<file path="config.mk">
export PLATFORM = sky130hd
export DESIGN_NAME = bsc_ram
export DESIGN_NICKNAME = d
export VERILOG_FILES = /design/src/rtl/bsc_ram.sv
export SDC_FILE = /design/constraint.sdc
export NUM_CORES = 2
export LEC_CHECK = 0
export BUFFER_PORTS_ARGS = -buffer_cell sky130_fd_sc_hd__buf_2
export CORE_ASPECT_RATIO = 1.75
export CORE_UTILIZATION = 60
export CTS_BUF_LIST = sky130_fd_sc_hd__clkbuf_4 sky130_fd_sc_hd__clkbuf_8 sky130_fd_sc_hd__clkbuf_16
export DETAILED_ROUTE_END_ITERATION = 7
export HOLD_SLACK_MARGIN = 0.15
export PLACE_DENSITY_LB_ADDON = 0.3
export SLEW_MARGIN = 10
export SYNTH_ARGS = -nofsm -noshare
export SYNTH_HDL_FRONTEND = slang
export SYNTH_SLANG_ARGS = --single-unit
</file>
<file path="constraint.sdc">
create_clock -name clk -period 8.3 [get_ports clk]
set_input_delay 1.66 -clock clk [delete_from_list [all_inputs] [get_ports clk]]
set_output_delay 1.66 -clock clk [all_outputs]
set_load 0.02 [all_outputs]
</file>
<file path="src/rtl/bsc_ram.sv">
// Generic single-write, single-read RAM with registered read data.
module bsc_ram #(
    parameter int WIDTH = 32,
    parameter int DEPTH = 64
) (
    input  logic                     clk,
    input  logic                     we,
    input  logic [$clog2(DEPTH)-1:0] waddr,
    input  logic [WIDTH-1:0]         wdata,
    input  logic [$clog2(DEPTH)-1:0] raddr,
    output logic [WIDTH-1:0]         rdata
);

    logic [WIDTH-1:0] mem [DEPTH];

    always_ff @(posedge clk)
    begin
        if (we)
        begin
            mem[waddr] <= wdata;
        end
        rdata <= mem[raddr];
    end

endmodule

</file>
==> run metrics <==
register area=around 62000 um2; status=completed; Power Dens Cells=240 nW/um2; clk root buf=clkbuf_16; Post-Route WL=just under 200000 um; worst relative slew slack=roughly an eighth; flop2flop setup slack=around 6.0 ns; Die Ht=a little under 500 um; vias per inst=between 7 and 8; Max-Cap Viols=0; global routing usage on met1=approximately two fifths; Worst R2R End=rdata[23]; post-CTS setup buffers=0; worst r2r path cells=4; Worst-path clk slew=approximately 0.070 ns; synth unique cells=34; Die Wd=roughly 280 um; share of layout cells above drive strength 1=between 20% and 30%; clock skew=between 0.03 and 0.04 ns; DRT iter0 DRCs=between 4k and 5k; total CTS buffers=about 170; CTS Sinks=~2.1k; GR Util met2=52.2%; Total GRT Usage=30.8%; crit path from=raddr[2]; crit path kind=in -> reg; slew of the pin with the lowest slew margin=~1.3 ns; Crit path depth=7; H-tree levels=4; Resize count post-CTS=0; number of synthesized flops with an enable pin=between 2k and 2.5k; static leakage=around 0.027 uW; router iterations before antenna repair=5; synth warn=0; Peak VDD IR=0.229 mV; Critical Path RT=8.92 ns; Buf/Inv on CP=2; utilization after layout=between 60 and 70%; Reg-to-Reg Start=mem[63][23]; count leader, synth=edfxtp_1; Hold-fix buffers, CTS=0; Fmax achieved=just over 200 MHz; CP Launch Type=input pin; Sum Neg Setup Slack=0 ns; crit-path cells=buf_8 -> buf_4 -> nand2b_1 -> o22ai_1 -> nor2_1 -> a21oi_1 -> nor2_1; worst skew pair latency=~0.80 ns; area of the multi-input gates=about 16000 um2; slowest CP cell=nand2b_1; ranking of synthesized cells by area=edfxtp_1 78%, mux4_2 16%, mux2i_1 1.2%, dfxtp_1 0.82%, o22ai_1 0.67%; end of the critical path=rdata[3]; GRT busiest layer=met2; Fin. Hold Viols=0; Top delay family on crit path=compound AO/OA/AOI/OAI gates; mapped cell area=between 70000 and 80000 um2; #FFs+latches synth=roughly 2.1k; Hold WC Path Type=reg -> reg; IO buf count=77; full die area=around 130000 um2; register area share after synthesis=79.1%; Synth top area share=78.3%; vias after detailed routing=37.3k; Core Rows=approximately 180; Top FF cell, synth=edfxtp_1; Setup-failing EPs final=0; number of global-route vias before repair=~39k; CORE AREA=130000 um2; max incr delay on CP=between 0.8 and 0.9 ns; post-route ant nets=0; worst-path fanout max=a little over 80; CTS tree=yes; Mean Syn Cell Area=23.6 um2; Syn Inst Count=3324; FILL cells=about 7.7k; Tcrit/Tclk final=59.5%; synth cell count leaders=2048 x edfxtp_1, 544 x mux4_2, 137 x nor2_1; unrepaired setup endpoints after global routing=false; Initial Utilization=between 60% and 70%; Synthesized Nets=about 3.4k; Remaining Overflow, GRT=0; CTS max path bufs=3; Remaining DRCs=0; Layout Nets=about 3.5k; WL/cell=37.1 um; Data arrival, critical path=around 5.6 ns; initial antenna violation count=18; HPWL after DPL=about 110000 um; Max Slew Vio Count=0; global-route wire length before repair=279000 um; synthesis-to-layout area growth=11.0%; Crit. End Element=register; largest net degree at the start of global routing=123; CP dominant cell by count=nor2_1; routability cong.=0.819; total I/O pin count=between 70 and 80; cell taking the most area after synthesis=edfxtp_1; Min Clock Period, post-route=4.94 ns; Async SR Flop Fraction=0%; met3 Track Usage GR=~6%
layer usage:
metal	routed length (um)	vias to the layer above
met5	54	-
met2	103000	2443
li1	-	14500
met3	19100	555
met1	64100	19800
met4	11200	8
placed cells by master, fill, tap and decap left out, types with 3 or more instances in the layout:
| master | count |
|---|---|
| o32ai_1 | 4 |
| and3_1 | 4 |
| nand3_1 | 5 |
| buf_8 | 3 |
| a22oi_1 | 12 |
| nand2b_1 | 8 |
| a41o_1 | 4 |
| nor2b_1 | 14 |
| mux2i_1 | 93 |
| a311oi_1 | 8 |
| nor2_4 | 62 |
| or3b_2 | 3 |
| o22ai_1 | 84 |
| nand3b_1 | 5 |
| buf_2 | 70 |
| clkbuf_4 | 43 |
| bufinv_16 | 17 |
| inv_6 | 7 |
| buf_4 | 91 |
| clkinv_1 | 23 |
| buf_12 | 8 |
| clkbuf_8 | 10 |
| o221ai_1 | 27 |
| a21oi_1 | 62 |
| diode_2 | 8 |
| nor2_1 | 74 |
| clkinv_2 | 29 |
| dfxtp_1 | 32 |
| clkbuf_16 | 173 |
| mux4_2 | 544 |
| nor3_1 | 5 |
| edfxtp_1 | 2048 |
| or3_1 | 3 |
| nand2_1 | 26 |
| clkinvlp_4 | 9 |
metrics by stage:
stage	std cells	hold WS [ns]	area [um2]	worst slack, ns	power [uW]
floorplan	3324	0.663	78500	3.48	12500
global route	5310	0.910	87100	3.36	21400
finish	5316	0.866	87200	3.36	20900
global placement	4994	0.725	81400	2.77	12900
detailed placement	4994	0.729	81400	2.70	13000
CTS	5307	0.850	87100	3.47	21000
registers in the layout, indices dropped and copies added (netlist names):
register / cells
mem: 2048
rdata: 32
power breakdown:
| part | internal, uW | switching [uW] | total [uW] |
|---|---|---|---|
| clock network | 4600 | 3580 | 8180 |
| registers | 11600 | 57.0 | 11700 |
| logic | 375 | 673 | 1050 |
| total | 16600 | 4310 | 20900 |
kinds of logic after synthesis:
logic type             Yosys count  synth area share [%]
flip-flops                    2080                  79.1
multiplexers                   637                  16.8
AND/OR/NAND/NOR                223                  1.27
AO/OA/AOI/OAI                  202                  1.67
buffers and inverters          182                  1.13
layout make-up:
cell class / instances / area share [%]
flip-flops and latches: 2080 / 71.3
repair buffers: 172 / 1.42
diodes: 8 / 0.0230
clock buffers: 226 / 5.49
clock inverters: 87 / 1.04
multi-input cells: 1062 / 18.3
well taps: 1681 / 2.41
how the worst min path moves through the flow:
stage                      startpoint        end  slack [ns]  cells after the start
after detailed placement   mem[12][4]   rdata[4]        0.73                      4
after floorplan           mem[12][17]  rdata[17]        0.66                      4
after global routing       mem[13][4]   rdata[4]        0.91                      4
after CTS                 mem[12][17]  rdata[17]        0.85                      4
after global placement     mem[12][4]   rdata[4]        0.72                      4
final                     mem[12][17]  rdata[17]        0.87                      4
tightest hold or removal path, delay by kind of cell, from the launching register on:
kind / cells / cell delay, ns
simple gates: 2 / 0.29
flops: 1 / 0.33
compound gates: 1 / 0.09
mux: 1 / 0.08
Power figures use the tool's default switching activity.
