`src/rtl/bsc_pkg.sv`:
```
// Shared constants, codes and types of the B-spline curve evaluator.
package bsc_pkg;

    localparam int MAX_POINTS  = 64;
    localparam int MAX_DEGREE  = 7;
    localparam int FRAC_BITS   = 16;
    localparam int COORD_WIDTH = 32;
    localparam int KNOT_DEPTH  = MAX_POINTS + MAX_DEGREE + 1;

    localparam int PT_AW   = $clog2(MAX_POINTS);
    localparam int KN_AW   = $clog2(KNOT_DEPTH);
    localparam int CNT_W   = $clog2(MAX_POINTS + 1);
    localparam int DEG_W   = $clog2(MAX_DEGREE + 1);
    localparam int MAG_W   = COORD_WIDTH + 1;
    localparam int ALPHA_W = FRAC_BITS + 1;
    localparam int PROD_W  = MAG_W + ALPHA_W + 1;
    localparam int PT_W    = 4 * COORD_WIDTH;
    localparam int ROUNDS  = 64;
    localparam int RND_W   = $clog2(ROUNDS);
    localparam int CFG_W   = 7;
    localparam int CFG_AW  = 2;

    localparam logic [1:0] OP_LOAD_POINT = 2'd0;
    localparam logic [1:0] OP_LOAD_KNOT  = 2'd1;
    localparam logic [1:0] OP_GEN_KNOTS  = 2'd2;
    localparam logic [1:0] OP_EVALUATE   = 2'd3;

    localparam logic [1:0] STAT_OK      = 2'd0;
    localparam logic [1:0] STAT_EMPTY   = 2'd1;
    localparam logic [1:0] STAT_RANGE   = 2'd2;
    localparam logic [1:0] STAT_DEGREE  = 2'd3;

    localparam logic [CFG_AW-1:0] REG_DEGREE      = 2'd0;
    localparam logic [CFG_AW-1:0] REG_POINT_COUNT = 2'd1;
    localparam logic [CFG_AW-1:0] REG_HAS_Z       = 2'd2;
    localparam logic [CFG_AW-1:0] REG_HAS_M       = 2'd3;

    typedef struct packed {
        logic                 start;
        logic [MAG_W-1:0]     hi;
        logic [FRAC_BITS-1:0] lo;
        logic [MAG_W-1:0]     den;
    } div_req_t;

    typedef struct packed {
        logic                 done;
        logic [FRAC_BITS-1:0] quot;
    } div_rsp_t;

endpackage

```
`src/rtl/bsc_div.sv`:
```
// Restoring divider, one quotient bit per cycle: floor({hi, lo} / den), hi < den.
module bsc_div (
    input  logic              clk,
    input  logic              rst_n,
    input  bsc_pkg::div_req_t req,
    output bsc_pkg::div_rsp_t rsp
);

    localparam int CW = $clog2(bsc_pkg::FRAC_BITS + 1);

    logic [bsc_pkg::MAG_W-1:0]     rem_reg;
    logic [bsc_pkg::MAG_W-1:0]     den_reg;
    logic [bsc_pkg::FRAC_BITS-1:0] lo_reg;
    logic [bsc_pkg::FRAC_BITS-1:0] quo_reg;
    logic [CW-1:0]                 cnt_reg;
    logic                          busy_reg;
    logic                          done_reg;
    logic [bsc_pkg::MAG_W:0]       trial;
    logic [bsc_pkg::MAG_W:0]       diff;
    logic                          take;

    assign trial = {rem_reg, lo_reg[bsc_pkg::FRAC_BITS-1]};
    assign diff  = trial - {1'b0, den_reg};
    assign take  = trial >= {1'b0, den_reg};

    always_ff @(posedge clk or negedge rst_n)
    begin
        if (!rst_n)
        begin
            busy_reg <= 1'b0;
            done_reg <= 1'b0;
            cnt_reg  <= '0;
        end
        else
        begin
            done_reg <= !req.start && busy_reg && (cnt_reg == CW'(1));
            if (req.start)
            begin
                rem_reg  <= req.hi;
                lo_reg   <= req.lo;
                den_reg  <= req.den;
                cnt_reg  <= CW'(bsc_pkg::FRAC_BITS);
                busy_reg <= 1'b1;
            end
            else if (busy_reg)
            begin
                rem_reg <= take ? diff[bsc_pkg::MAG_W-1:0] : trial[bsc_pkg::MAG_W-1:0];
                quo_reg <= {quo_reg[bsc_pkg::FRAC_BITS-2:0], take};
                lo_reg  <= {lo_reg[bsc_pkg::FRAC_BITS-2:0], 1'b0};
                cnt_reg <= cnt_reg - 1'b1;
                if (cnt_reg == CW'(1))
                begin
                    busy_reg <= 1'b0;
                end
            end
        end
    end

    assign rsp.done = done_reg;
    assign rsp.quot = quo_reg;

    div_busy_after_start: assert property (@(posedge clk) disable iff (!rst_n)
        req.start |=> busy_reg)
        else $error("divider not busy after start");
    div_done_ends_busy: assert property (@(posedge clk) disable iff (!rst_n)
        done_reg |-> !busy_reg)
        else $error("divider done while busy");
    div_remainder_below_divisor: assert property (@(posedge clk) disable iff (!rst_n)
        busy_reg && !req.start |-> rem_reg < den_reg)
        else $error("divider remainder out of range");

endmodule

```
`config.mk`:
```
export PLATFORM = sky130hd
export DESIGN_NAME = bsc_div
export DESIGN_NICKNAME = d
export VERILOG_FILES = /design/src/rtl/bsc_pkg.sv /design/src/rtl/bsc_div.sv
export SDC_FILE = /design/constraint.sdc
export NUM_CORES = 1
export LEC_CHECK = 0
export ABC_AREA = 1
export ABC_CLOCK_PERIOD_IN_PS = 2800
export BUFFER_PORTS_ARGS = -buffer_cell sky130_fd_sc_hd__buf_4
export CORE_MARGIN = 2
export CORE_UTILIZATION = 53
export CTS_CLUSTER_SIZE = 20
export DETAILED_ROUTE_END_ITERATION = 10
export PLACE_DENSITY = 0.78
export SYNTH_ARGS = -nofsm -noshare
export SYNTH_HDL_FRONTEND = slang
export SYNTH_SLANG_ARGS = --single-unit
```
`constraint.sdc`:
```
create_clock -name clk -period 2.8 [get_ports clk]
set_clock_uncertainty 0.1 [all_clocks]
set_input_delay 0.28 -clock clk [delete_from_list [all_inputs] [get_ports clk]]
set_output_delay 0.28 -clock clk [all_outputs]
set_load 0.03 [all_outputs]
```
==> results of run 1 <==
[power by group through the flow]
stage | clock (W) | sequential [W] | combinational (W)
final | 0.00133 | 0.00197 | 0.00167
after floorplan | 0 | 0.00200 | 0.00117
after CTS | 0.00134 | 0.00197 | 0.00166
after global routing | 0.00142 | 0.00198 | 0.00190
after detailed placement | 0 | 0.00200 | 0.00161
after global placement | 0 | 0.00199 | 0.00159
[cell usage in the layout, fill, tap and decap left out, types with 2 or more instances in the layout]
cell type / synthesis / layout
buf_4: 1 / 114
nand4_1: 4 / 4
dfrtp_1: 7 / 7
nor2_1: 46 / 45
nand2_1: 394 / 394
inv_6: 0 / 2
edfxtp_1: 98 / 98
a21oi_1: 20 / 20
xor2_1: 2 / 2
ha_1: 35 / 35
xnor2_1: 12 / 12
nand3b_1: 40 / 40
nor2_4: 1 / 2
nand2_2: 12 / 12
clkbuf_16: 0 / 9
nand2_4: 2 / 2
o21ai_0: 6 / 6
and2_1: 6 / 6
o21bai_1: 2 / 2
nor3_1: 5 / 5
nor2_2: 4 / 4
inv_1: 173 / 173
nand3_1: 60 / 60
dlygate4sd3_1: 0 / 33
nand3_2: 2 / 2
[routing by layer]
metal,global-route usage,up-vias
li1,-,3257
met1,0.338,2759
met2,0.406,165
met3,0.0556,19
met4,0.0691,0
met5,0,-
[logic make-up after synthesis]
kind of cell,share of synthesized area
compound gates,0.0214
xor+xnor,0.0172
fa+ha+maj,0.0642
buf+inv,0.109
flops,0.437
simple gates,0.351
[through the flow]
step / hold slack (ns) / total power [W] / setup slack [ns]
2_1_floorplan: -0.116 / 0.00317 / 0.407
3_3_place_gp: 0.00365 / 0.00359 / 0.265
3_5_place_dp: 0.00354 / 0.00361 / 0.262
4_1_cts: 0.0000202 / 0.00497 / 0.247
5_1_grt: 0.000423 / 0.00530 / 0.0147
6_report: 0.00118 / 0.00496 / 0.261
[what timing repair did]
action | 4_1_cts | 5_1_grt
hold endpoints to repair | 39 | 0
hold buffers | 33 | 0
gates resized for setup | 0 | 1
setup endpoints to repair | 0 | 1
[worst min path at each step]
| stage | endpoint | slack [ns] | cells past startpoint |
|---|---|---|---|
| final | den_reg[9]$_DFFE_PP_ | 0.001 | 1 |
| after global routing | den_reg[9]$_DFFE_PP_ | 0.0004 | 1 |
| after CTS | den_reg[9]$_DFFE_PP_ | 0.00002 | 1 |
| after detailed placement | done_reg$_DFF_PN0_ | 0.004 | 1 |
| after global placement | cnt_reg[0]$_DFFE_PN0N_ | 0.004 | 1 |
| after floorplan | busy_reg$_DFF_PN0_ | -0.12 | 0 |
[Yosys cell counts]
cell	number	area share
ha_1	35	0.061
nand3b_1	40	0.042
nand2_2	12	0.011
xor2_1	2	0.0025
nand3_1	60	0.042
a21oi_1	20	0.014
nand3_2	2	0.0028
clkbuf_1	6	0.0032
dfrtp_1	7	0.025
buf_6	2	0.0032
dlygate4sd1_1	1	0.0012
nor3_1	5	0.0035
buf_4	1	0.0011
o21ai_0	6	0.0042
o21bai_1	2	0.0021
nand2_1	394	0.21
nand4_1	4	0.0035
and2_1	6	0.0053
clkinv_1	1	0.00053
nor2_4	1	0.0016
xnor2_1	12	0.015
nor2_1	46	0.024
nor3_2	1	0.0014
nor2_2	4	0.0035
buf_2	10	0.0070
a21o_1	1	0.0011
edfxtp_1	98	0.41
fa_1	1	0.0028
inv_1	173	0.091
nand2_4	2	0.0032
buf_8	1	0.0021
[cell type report]
class | instances | area (um2)
clock inverters | 6 | 83.8
clock buffers | 10 | 229
flip-flops and latches | 105 | 3120
multi-input cells | 656 | 3240
inverters | 174 | 653
well taps | 176 | 220
repair buffers | 149 | 1220
fillers | 1162 | 4420
==> flow_metrics.tcl, run 1 <==
set metrics [dict create \
    synthCells 956 \
    status "finished clean" \
    die_h_um 120 \
    path_cells "ha_1 -> nand2_1 -> nor2_2 -> nand3_1 -> nand3_2 -> nand2_1 -> nand2_2 -> nand2_4 -> nand2_4 -> buf_4 -> nand2_1 -> nand3_1 -> nand2_1" \
    crit_buf_inv 1 \
    cp_slowest_cell "edfxtp_1" \
    hold_viol 0 \
    cts_buffers 9 \
    clkSinkCount 105 \
    slew_headroom 0.661 \
    io_buffers 101 \
    wirelength_mm 16.9 \
    grt_start_max_net_pins 34 \
    crit_cells 13 \
    core_area_um2 13200 \
    cts_tree "yes" \
    antenna_left 0 \
    drt-met1-wl_mm 7.79 \
    min_from "req[9]" \
    setup_tns_ns 0 \
    critPathTopFamily "simple AND/OR/NAND/NOR gates" \
    clk_pin_slew_worst_paths_ns 0.07 \
    crit_required_ns 2.82 \
    ir_worst_vdd_uv 350 \
    grt_pass1_vias 5981 \
    fmax_mhz 394 \
    pwr-share-comb 0.336 \
    clkLatencyLatePin_ns 0.37 \
    syn-num-nets 1077 \
    io_pins 102 \
    num-nets-final 1216 \
    synth_cell_types 31 \
    place_area_um2 8120 \
    maxCapViolCount 0 \
    slowest_delay_ns 0.42 \
    die_x_um 120 \
    wl_met2_mm 7.79 \
    rsz0062_at_grt "false" \
    r2r_end "rem_reg[29]$_DFFE_PP_" \
    stdcell_area_um2 8770 \
    synth_area_per_cell_um2 7.46 \
    grt_usage 0.250 \
    arrival_ns 2.56 \
    htreeDepth 3 \
    slew_violations 0 \
    rrSetupSlack_ns 0.26 \
    routabilityCongestion 0.942 \
    critical_path.max_fanout 13 \
    setup.worst_path.end "rem_reg[29]$_DFFE_PP_" \
    cp-start-kind "register" \
    diodes 0 \
    endpoint_kind "register" \
    vias 6200 \
    startpoint "rem_reg[7]$_DFFE_PP_" \
    p_sw_w 0.00169 \
    rows 42 \
    dr.pass1.iters 6 \
    crit_type "reg -> reg" \
    place_inst 1227 \
    wl_met3_mm 1.00 \
    seq_area_frac_synth 0.437 \
    cts-root-buf "clkbuf_16" \
    drc 0 \
    worst_hold_path_type "in -> reg" \
    synth_seq_cells 105 \
    drive_gt1_frac 0.140 \
    grt_pass1_wl_mm 28.4 \
    leakagePower_nw 4.55 \
    reg2reg_from "rem_reg[7]$_DFFE_PP_" \
    syn_area_um2 7130 \
    die_area_um2 14400 \
    switching_share 0.341 \
    postCtsSetupBuffers 0 \
    fin_crit_ns 2.54 \
    pwr_density_cell_nw_per_um2 566 \
    cts_buffer_depth 2 \
    ys_warn_count 0 \
    drt_iter0_drc 408 \
    via_per_inst 4.86 \
    utilization 0.665 \
    power_frac_seq 0.396 \
    p_int_w 0.00327 \
    start_util 0.541 \
    area_growth_pct 22.9 \
    worst_pin_slew_ns 0.505 \
    top_layer "met4" \
    fin_cells 1276 \
    grt-ovfl-total 0 \
    ff2ff_path_depth 13 \
    wl_per_cell_um 13.2 \
    hpwl_mm 12.6 \
    finalCritPeriodShare 0.907 \
    antenna_found_initial 0 \
    cpMostUsedCell "nand2_1" \
    finalSetupViolCount 0 \
    clockPowerShare 0.268 \
]
Power figures use the tool's default switching activity.
==> run 2, diff against run 1 <==
CORE_MARGIN = unset   (was 2)
SLEW_MARGIN = 10   (was unset)
==> flow_metrics.tcl, run 2 (synthesis results as in run 1) <==
set metrics [dict create \
    hpwl_mm 12.7 \
    fin_cells 1277 \
    grt_pass1_wl_mm 28.6 \
    die_h_um 118 \
    num-nets-final 1217 \
    ff2ff_path_depth 13 \
    htreeDepth 3 \
    pwr_density_cell_nw_per_um2 574 \
    worst_hold_path_type "in -> reg" \
    setup_tns_ns 0 \
    slew_violations 0 \
    io_buffers 101 \
    critical_path.max_fanout 14 \
    cp-start-kind "register" \
    drc 0 \
    slew_headroom 0.721 \
    grt-ovfl-total 0 \
    mostFrequentLayoutCells "nand2_1 (394), inv_1 (173), buf_4 (113)" \
    die_area_um2 13900 \
    cts.repair.resized 0 \
    reg2reg_from "rem_reg[15]$_DFFE_PP_" \
    min_from "req[33]" \
    status "finished clean" \
    die_x_um 118 \
    start_util 0.541 \
    area_growth_pct 23.6 \
    wirelength_mm 17.3 \
    grt_start_max_net_pins 50 \
    drt_iter0_drc 408 \
    startpoint "rem_reg[15]$_DFFE_PP_" \
    drive_gt1_frac 0.141 \
    endpoint_kind "register" \
    cts-root-buf "clkbuf_16" \
    leakagePower_nw 4.58 \
    clkLatencyLatePin_ns 0.37 \
    rows 42 \
    via_per_inst 4.88 \
    arrival_ns 2.62 \
    place_inst 1227 \
    antenna_found_initial 0 \
    dr.pass1.iters 5 \
    ir_worst_vdd_uv 349 \
    clkSinkCount 105 \
    min_to "lo_reg[0]$_SDFFCE_PN0P_" \
    crit_type "reg -> reg" \
    crit_required_ns 2.82 \
    finalSetupViolCount 0 \
    worst_hold_slack_ns 0.0670 \
    cts_buffers 9 \
    finalCritPeriodShare 0.928 \
    hold_viol 0 \
    grt_pass1_vias 5934 \
    slowest_delay_ns 0.42 \
    grt_usage 0.261 \
    diodes 0 \
    mostFrequentLayoutCell "nand2_1" \
    worst_pin_slew_ns 0.418 \
    wl_per_cell_um 13.5 \
    hold-path-cell-count 3 \
    fmax_mhz 385 \
    clk_pin_slew_worst_paths_ns 0.09 \
    core_area_um2 13200 \
    cp_slowest_cell "ha_1" \
    fin_crit_ns 2.60 \
    utilization 0.668 \
    cts_buffer_depth 2 \
    rrSetupSlack_ns 0.20 \
    path_cells "ha_1 -> nand2_1 -> nor2_1 -> nand2_1 -> nand2_1 -> inv_1 -> nand2_2 -> nand2_4 -> nand2_4 -> buf_4 -> nand2_1 -> nand3_1 -> nand2_1" \
    maxCapViolCount 0 \
    cts_tree "yes" \
    fillers 1169 \
    cpMostUsedCell "nand2_1" \
    io_pins 102 \
    routabilityCongestion 0.912 \
    vias 6238 \
    rsz0062_at_grt "false" \
    antenna_left 0 \
    r2r_end "rem_reg[7]$_DFFE_PP_" \
]
run 2: changes by cell type in the layout (fill, tap and decap cells not counted):
cell and delta:
inv_6 -1, clkinv_8 +2, buf_12 +2, clkbuf_1 -1, dlygate4sd3_1 +1, buf_4 -1, buf_6 -1
run 2: layout make-up:
class	instances	area (um2)	area share
Sequential cell	105	3120	0.354
Multi-Input combinational cell	656	3240	0.368
Clock buffer	9	225	0.0255
Inverter	174	653	0.0741
Timing Repair Buffer	150	1250	0.142
Tap cell	176	220	0.0250
Clock inverter	7	108	0.0122
run 2: critical path: cells and delay by family (launching register included):
kind	cells	cell delay (ns)
and+or+nand+nor	10	1.15
adders and majority gates	1	0.42
DFF	1	0.41
buffers and inverters	2	0.25
run 2: what timing repair did:
| item | 4_1_cts | 5_1_grt |
|---|---|---|
| hold buffers | 34 | 0 |
| buffers inserted | 0 | 0 |
| endpoints found under the hold margin | 40 | 0 |
run 2: stage by stage:
stage                     setup slack (ns)  total power, W  area (um2)
after floorplan                      0.407         0.00317        7140
after global placement               0.290         0.00360        8140
after detailed placement             0.219         0.00363        8140
after CTS                            0.192         0.00507        8820
after global routing                0.0331         0.00537        8820
final                                0.203         0.00506        8820
run 2: worst max-delay path by stage:
stage | end | slack (ns) | cells after the start
6_report | rem_reg[7]$_DFFE_PP_ | 0.20 | 13
5_1_grt | rem_reg[11]$_DFFE_PP_ | 0.03 | 13
4_1_cts | rem_reg[30]$_DFFE_PP_ | 0.19 | 13
3_5_place_dp | rem_reg[30]$_DFFE_PP_ | 0.22 | 13
3_3_place_gp | rem_reg[8]$_DFFE_PP_ | 0.29 | 13
2_1_floorplan | lo_reg[0]$_SDFFCE_PN0P_ | 0.41 | 3
run 2: layer usage:
metal / GRT usage / part of all wire / vias up / wire, um
met1: 0.351 / 0.47 / 2806 / 8150
met2: 0.435 / 0.47 / 164 / 8140
met4: 0.0673 / 0.011 / 0 / 196
li1: - / - / 3255 / -
met5: 0 / 0 / - / 0
met3: 0.0436 / 0.046 / 13 / 802
run 2: report_power, final:
| part | switching [W] | internal, W |
|---|---|---|
| Combinational | 0.00102 | 0.000665 |
| Clock | 0.000679 | 0.000729 |
| Sequential | 0.0000665 | 0.00190 |
